<file path="src/design/mvmn_pkg.sv">
`default_nettype none
package mvmn_pkg;

   localparam int PATTERN_BITS = 24;
   localparam int POS_W        = 5;
   localparam int NOTE_W       = 11;   // signed working width of a note

   localparam logic [7:0]  CHORD_ROOT_RESET    = 8'h00;
   localparam logic [23:0] CHORD_PATTERN_RESET = 24'h000091;
   localparam logic [31:0] SCALE_PATTERN_RESET = 32'h00AB5AB5;

   localparam int SEMIS_PER_OCTAVE = 12;
   localparam int NOTE_MAX         = 127;
   localparam int MISSING_CHORD_ADD = 4;
   // Notes above the top fold into FOLD_BASE .. NOTE_MAX
   localparam int FOLD_BASE   = NOTE_MAX - SEMIS_PER_OCTAVE + 1;
   // floor(x / 12) == (x * RECIP_12) >> RECIP_SHIFT for x below 2048
   localparam int RECIP_12    = 683;
   localparam int RECIP_SHIFT = 13;

   typedef enum logic [1:0] {
      CSR_CHORD_ROOT    = 2'd0,
      CSR_CHORD_PATTERN = 2'd1,
      CSR_SCALE_PATTERN = 2'd2
   } csr_index_type;

   typedef struct packed {
      logic             found;
      logic [POS_W-1:0] pos;    // nth set bit, or last set bit when not found
   } lookup_type;

endpackage
`default_nettype wire

</file>
<file path="src/design/music_value_to_midi_note_unit.sv">
`default_nettype none
// Music value to MIDI note converter.
// Input: pulse start with req_music_value and req_fixed; an item is taken at
// every edge where start is high and busy is low. busy is always low, so a
// new item may be given every cycle.
// Output: rsp_valid strobes for one cycle with rsp_midi_note, after the
// stage 1-3 and output registers; items come out in order, one per cycle
// at most. The receiver cannot hold results off and need not.
// Stages: input register; chord tone lookup and base sum; scale tone lookup
// on the shifted scale pattern; octave fold into 0..127.
// Throughput: one item per clock.
// Configuration: csr_write with csr_index / csr_wdata writes chord_root (0),
// chord_pattern (1) or scale_pattern (2); index 3 is ignored. Write only when
// no item is in flight.
// Reset (synchronous, active high) empties the pipeline and loads chord root
// 0, chord pattern 0x000091 and scale pattern 0x00AB5AB5.
module music_value_to_midi_note_unit (
   input  logic        clock,
   input  logic        reset,
   input  logic        start,
   output logic        busy,
   input  logic [15:0] req_music_value,
   input  logic        req_fixed,
   output logic        rsp_valid,
   output logic [7:0]  rsp_midi_note,
   input  logic        csr_write,
   input  logic [1:0]  csr_index,
   input  logic [31:0] csr_wdata
);
   import mvmn_pkg::*;

   logic [7:0]              chord_root_ff;
   logic [PATTERN_BITS-1:0] chord_pattern_ff;
   logic [31:0]             scale_pattern_ff;

   logic        s1_valid_ff;
   logic [15:0] s1_value_ff;
   logic        s1_fixed_ff;

   logic                     s2_valid_ff;
   logic                     s2_fixed_ff;
   logic [7:0]               s2_low_ff;
   logic [3:0]               s2_stone_ff;
   logic [POS_W-1:0]         s2_chord_off_ff;
   logic signed [NOTE_W-1:0] s2_partial_ff;
   logic signed [NOTE_W-1:0] s2_partial_in;

   logic                     s3_valid_ff;
   logic                     s3_fixed_ff;
   logic [7:0]               s3_low_ff;
   logic signed [NOTE_W-1:0] s3_note_ff;
   logic signed [NOTE_W-1:0] s3_note_in;

   logic       rsp_valid_ff;
   logic [7:0] rsp_note_ff;
   logic [7:0] rsp_note_in;

   lookup_type              chord_hit;
   lookup_type              scale_hit;
   logic [31:0]             scale_shifted;
   logic [9:0]              base;
   logic [POS_W-1:0]        chord_add;
   logic [7:0]              folded;

   assign busy = 1'b0;

   // configuration registers
   always_ff @(posedge clock) begin
      if (reset) begin
         chord_root_ff    <= CHORD_ROOT_RESET;
         chord_pattern_ff <= CHORD_PATTERN_RESET;
         scale_pattern_ff <= SCALE_PATTERN_RESET;
      end else if (csr_write) begin
         case (csr_index_type'(csr_index))
            CSR_CHORD_ROOT:    chord_root_ff    <= csr_wdata[7:0];
            CSR_CHORD_PATTERN: chord_pattern_ff <= csr_wdata[PATTERN_BITS-1:0];
            CSR_SCALE_PATTERN: scale_pattern_ff <= csr_wdata;
            default: ;
         endcase
      end
   end

   // stage 1: capture the item
   always_ff @(posedge clock) begin
      if (reset) begin
         s1_valid_ff <= 1'b0;
      end else begin
         s1_valid_ff <= start && !busy;
      end
      s1_value_ff <= req_music_value;
      s1_fixed_ff <= req_fixed;
   end

   // stage 2: chord tone lookup, root + octave + chord + accidental
   mvmn_lookup u_chord_lookup (
      .pattern (chord_pattern_ff),
      .index   (s1_value_ff[11:8]),
      .result  (chord_hit)
   );

   always_comb begin
      base      = 10'(chord_root_ff) + 10'(s1_value_ff[15:12]) * 10'(SEMIS_PER_OCTAVE);
      chord_add = chord_hit.found ? chord_hit.pos
                                  : chord_hit.pos + POS_W'(MISSING_CHORD_ADD);
      s2_partial_in = $signed({1'b0, base})
                    + $signed({{(NOTE_W-POS_W){1'b0}}, chord_add})
                    + $signed({{(NOTE_W-4){s1_value_ff[3]}}, s1_value_ff[3:0]});
   end

   always_ff @(posedge clock) begin
      if (reset) begin
         s2_valid_ff <= 1'b0;
      end else begin
         s2_valid_ff <= s1_valid_ff;
      end
      s2_fixed_ff     <= s1_fixed_ff;
      s2_low_ff       <= s1_value_ff[7:0];
      s2_stone_ff     <= s1_value_ff[7:4];
      s2_chord_off_ff <= chord_hit.pos;
      s2_partial_ff   <= s2_partial_in;
   end

   // stage 3: scale tone lookup above the chord tone
   assign scale_shifted = scale_pattern_ff >> s2_chord_off_ff;

   mvmn_lookup u_scale_lookup (
      .pattern (scale_shifted[PATTERN_BITS-1:0]),
      .index   (s2_stone_ff),
      .result  (scale_hit)
   );

   always_comb begin
      if (s2_stone_ff != 4'd0 && scale_hit.found) begin
         s3_note_in = s2_partial_ff + $signed({{(NOTE_W-POS_W){1'b0}}, scale_hit.pos});
      end else begin
         s3_note_in = s2_partial_ff;
      end
   end

   always_ff @(posedge clock) begin
      if (reset) begin
         s3_valid_ff <= 1'b0;
      end else begin
         s3_valid_ff <= s2_valid_ff;
      end
      s3_fixed_ff <= s2_fixed_ff;
      s3_low_ff   <= s2_low_ff;
      s3_note_ff  <= s3_note_in;
   end

   // stage 4: fold into range, fixed items pass the low byte
   mvmn_fold u_fold (
      .note      (s3_note_ff),
      .midi_note (folded)
   );

   assign rsp_note_in = s3_fixed_ff ? s3_low_ff : folded;

   always_ff @(posedge clock) begin
      if (reset) begin
         rsp_valid_ff <= 1'b0;
      end else begin
         rsp_valid_ff <= s3_valid_ff;
      end
      rsp_note_ff <= rsp_note_in;
   end

   assign rsp_valid     = rsp_valid_ff;
   assign rsp_midi_note = rsp_note_ff;

endmodule
`default_nettype wire

</file>
<file path="src/design/mvmn_lookup.sv">
`default_nettype none
// Finds the nth set bit of a 24-bit tone pattern.
module mvmn_lookup (
   input  logic [mvmn_pkg::PATTERN_BITS-1:0] pattern,
   input  logic [3:0]                        index,
   output mvmn_pkg::lookup_type              result
);
   import mvmn_pkg::*;

   logic [PATTERN_BITS-1:0] hit;
   logic [PATTERN_BITS-1:0] last;
   logic [POS_W-1:0]        pos_hit;
   logic [POS_W-1:0]        pos_last;

   // per-bit tests: set bits below i counted independently for each i
   always_comb begin
      for (int i = 0; i < PATTERN_BITS; i++) begin
         hit[i]  = pattern[i] &&
                   (POS_W'($countones(pattern & ((PATTERN_BITS'(1) << i) - 1'b1)))
                    == {1'b0, index});
         last[i] = pattern[i] && ((pattern >> i) >> 1) == '0;
      end
   end

   // encode the one-hot hit vectors
   always_comb begin
      pos_hit  = '0;
      pos_last = '0;
      for (int i = 0; i < PATTERN_BITS; i++) begin
         if (hit[i]) pos_hit = pos_hit | POS_W'(i);
         if (last[i]) pos_last = pos_last | POS_W'(i);
      end
      result.found = |hit;
      result.pos   = (|hit) ? pos_hit : pos_last;
   end

endmodule
`default_nettype wire

</file>
<file path="src/design/mvmn_fold.sv">
`default_nettype none
// Folds a note into 0..127 by steps of an octave.
module mvmn_fold (
   input  logic signed [mvmn_pkg::NOTE_W-1:0] note,
   output logic        [7:0]                  midi_note
);
   import mvmn_pkg::*;

   logic [8:0]  excess;
   logic [18:0] product;
   logic [4:0]  quotient;
   logic [3:0]  remainder;

   // remainder of (note - FOLD_BASE) by 12 through a reciprocal multiply
   always_comb begin
      excess    = note[8:0] - 9'(FOLD_BASE);
      product   = 19'(excess) * 19'(RECIP_12);
      quotient  = product[RECIP_SHIFT +: 5];
      remainder = 4'(excess - 9'(quotient) * 9'(SEMIS_PER_OCTAVE));
   end

   // below zero one octave up suffices (lowest sum is -8)
   always_comb begin
      if (note < 0) begin
         midi_note = 8'(note + NOTE_W'(SEMIS_PER_OCTAVE));
      end else if (note > NOTE_W'(NOTE_MAX)) begin
         midi_note = 8'(FOLD_BASE) + 8'(remainder);
      end else begin
         midi_note = note[7:0];
      end
   end

endmodule
`default_nettype wire

</file>
<file path="config.mk">
export PLATFORM = sky130hd
export DESIGN_NAME = music_value_to_midi_note_unit
export DESIGN_NICKNAME = d
export VERILOG_FILES = /design/src/design/mvmn_pkg.sv /design/src/design/music_value_to_midi_note_unit.sv /design/src/design/mvmn_lookup.sv /design/src/design/mvmn_fold.sv
export SDC_FILE = /design/constraint.sdc
export NUM_CORES = 1
export LEC_CHECK = 0
export BUFFER_PORTS_ARGS = -buffer_cell sky130_fd_sc_hd__buf_2
export CORE_MARGIN = 5
export CORE_UTILIZATION = 50
export CTS_CLUSTER_DIAMETER = 200
export CTS_CLUSTER_SIZE = 10
export DETAILED_ROUTE_END_ITERATION = 7
export GPL_TIMING_DRIVEN = 0
export PLACE_DENSITY = 0.75
export SYNTH_ARGS = -nofsm -noshare
export SYNTH_HDL_FRONTEND = slang
export SYNTH_SLANG_ARGS = --single-unit
</file>
<file path="constraint.sdc">
create_clock -name clock -period 8.42 [get_ports clock]
set_input_delay 1.684 -clock clock [delete_from_list [all_inputs] [get_ports clock]]
set_output_delay 1.684 -clock clock [all_outputs]
set_load 0.01 [all_outputs]
</file>
==> results.cfg <==
[finish]
layout.cells.non_filler = 2548
diodes = 0
finalInstanceArea_mm2 = 0.0201
nFillCells = 2789
drive_gt1_share_pct = 20.9
final_nets = 2442
area_growth_pct = 18.9

[status]
status = complete, but fails checks
violations = design-rule violations, negative setup slack

[drt]
vias_per_cell = 5.89
wl_per_cell_um = 19.3
drc_errors = 1
vias = 15000
drt_wl_total_um = 49200
drtPass1Iterations = 8
initialDrtViolationCount = 1275
antenna_left = 0

[floorplanning]
boundaryPins = 65
die_h_um = 194
start_util_pct = 50.5
design.die.area_mm2 = 0.0375
die_w_um = 194
placementRows = 67
core_mm2 = 0.0334

[yosys]
syn_inst = 1917
synth-edff-count = 0
yosysSeqAreaShare_pct = 16.4
synth_area_per_cell_um2 = 8.81
synth_cell_types = 105
synth-seq-cells = 138
yosysWarnings = 0
synthArstFlopShare_pct = 0
syn_area_mm2 = 0.0169
syn_nets = 2271
synth_ff_type = dfxtp_1

[clock_network]
cts_hold_buf = 0
htree_levels = 4
ctsRootBufferMaster = clkbuf_16
cts_tree = done
clk_pin_slew_ps = 60
clock-sinks = 138
cts_made_buffers = 17
clock_latency_ps = 460
clockBufferDepth = 2

[placement]
dp_worst_setup_slack_ps = -1340
portBuffers = 62
placed_cells_incl_taps = 2427
placedInstanceArea_mm2 = 0.0179
dp_hpwl_um = 36900
place_congestion = 0.981

[timing]
relSlewSlack_pct = 37.5
tightest_slew_ps = 938
clock-skew-final_ps = 23.7
final-setup-viol-count = 1
setup_slack_ps = -11.0
rsz0062_at_grt = yes
setup_tns_ps = -11.0
fmax_mhz = 119
drv_slew = 0
period_share_pct = 100
hold_viol_final = 0
timing.final.crit_period_ps = 8430

[setup_path]
crit_path_top_delay_cell = mux4_2
crit_required_ps = 8790
worstPathArrival_ps = 8800
critPathKind = flip-flop to flip-flop
cp-startpoint = s2_chord_off_ff[1]
path_max_fanout = 10
r2r_start = s2_chord_off_ff[1]
start_kind = flip-flop
end_kind = flip-flop
crit_path_max_incr_delay_ps = 540

[global_route]
track_usage_pct = 25.0
overflow = 0
grt_max_degree = 17
grt_pass1_wl_um = 77600
grt_pass1_vias = 14900
antenna_found_initial = 0

[job]
drv_cap = 0

[min_path]
hold_class = flip-flop to flip-flop
min_from = s2_low_ff[0]
[flip-flops by register name (all words and copies together) (netlist names), 3 cells and up]
register and cells:
chord_pattern_ff 24, s2_stone_ff 3, s2_low_ff 5, s3_note_ff 11
rsp_midi_note 8, s3_low_ff 8, s2_chord_off_ff 5, scale_pattern_ff 32
s2_partial_ff 11, s1_value_ff 16, chord_root_ff 8
[layout by cell type, fill, tap and decap left out, types with 13 or more instances in the layout]
cell type  count
nand2_1      179
mux2i_1       41
o22ai_1       13
clkbuf_1      39
inv_2         17
ha_1         173
a21o_1        25
a21oi_2       17
mux4_2        21
ha_4          24
buf_4         90
nor2b_1       19
o21ai_0       41
nand4_1       23
xnor2_1      135
nand3b_1      21
nor3_1        32
nand3_1       35
dfxtp_1      131
nor4_1        14
xor2_1        84
nor2_1        73
clkbuf_16     17
buf_2         75
inv_1        195
fa_1          94
mux2_2        18
a21oi_1      120
[cell usage after synthesis, types with 41 or more instances]
master    count  area [um2]
xor2_1       91         797
nor2_1       74         278
inv_1       217         815
fa_1        101        2020
o21ai_0      45         225
mux2i_1      47         470
ha_1        198        2480
xnor2_1     140        1230
a21oi_1     140         701
clkbuf_1     41         154
nand2_1     179         672
dfxtp_1     138        2760
[worst max-delay path: cells and delay by family (launching register included)]
family,cells,cell delay (ps)
compound gates,10,2100
xor+xnor,2,310
fa+ha+maj,7,2390
buf+inv,8,1260
flops,1,350
mux,2,780
simple gates,8,1140
[per-stage QoR]
stage / utilization, % / hold slack (ps)
finish: 60.0 / 323
global route: 60.0 / 333
CTS: 57.6 / 326
detailed placement: 53.4 / 313
global placement: 53.4 / 310
floorplan: - / 310
[routing by layer]
metal	wire length (um)	GRT usage (%)
met3	3410	4.00
met4	1900	9.13
met2	23200	41.0
met1	20700	33.5
met5	0	0
[area by class of cell]
class | instances | area [um2] | share of cell area (%)
Inverter | 222 | 863 | 4.30
Clock inverter | 13 | 169 | 0.842
Sequential cell | 138 | 2780 | 13.9
Multi-Input combinational cell | 1480 | 13800 | 68.5
Clock buffer | 18 | 429 | 2.14
Timing Repair Buffer | 156 | 1040 | 5.20
Tap cell | 448 | 561 | 2.79
Buffer | 73 | 473 | 2.36
[timing repair]
| action | 4_1_cts | 5_1_grt |
|---|---|---|
| resized for setup | 88 | 97 |
| pin swaps | 45 | 82 |
| buffers inserted | 52 | 43 |
| endpoints found under the setup margin | 19 | 12 |
[worst paths after layout]
| check | slack (ps) | end | cells after the start |
|---|---|---|---|
| worst min register to register | 320 | s3_low_ff[0] | 0 |
| worst max register to register | -10 | s3_note_ff[7] | 37 |
| worst min-delay path | 320 | s3_low_ff[0] | 0 |
| worst max-delay path | -10 | s3_note_ff[7] | 37 |
[cell families (layout without fill, tap and decap cells)]
kind of cell | count (synthesis) | after routing | synth area share, %
AO/OA/AOI/OAI | 366 | 366 | 14.4
XOR/XNOR | 239 | 239 | 13.0
adder cells (fa/ha/maj) | 302 | 302 | 26.8
buffers and inverters | 299 | 482 | 7.48
flip-flops | 138 | 138 | 16.4
multiplexers | 100 | 100 | 7.97
other | 1 | 1 | 0.0222
AND/OR/NAND/NOR | 472 | 472 | 14.0
Power is left out: the tool's default activity adds up to more than one toggle a clock period on the data nets, which glitch-free logic cannot reach.
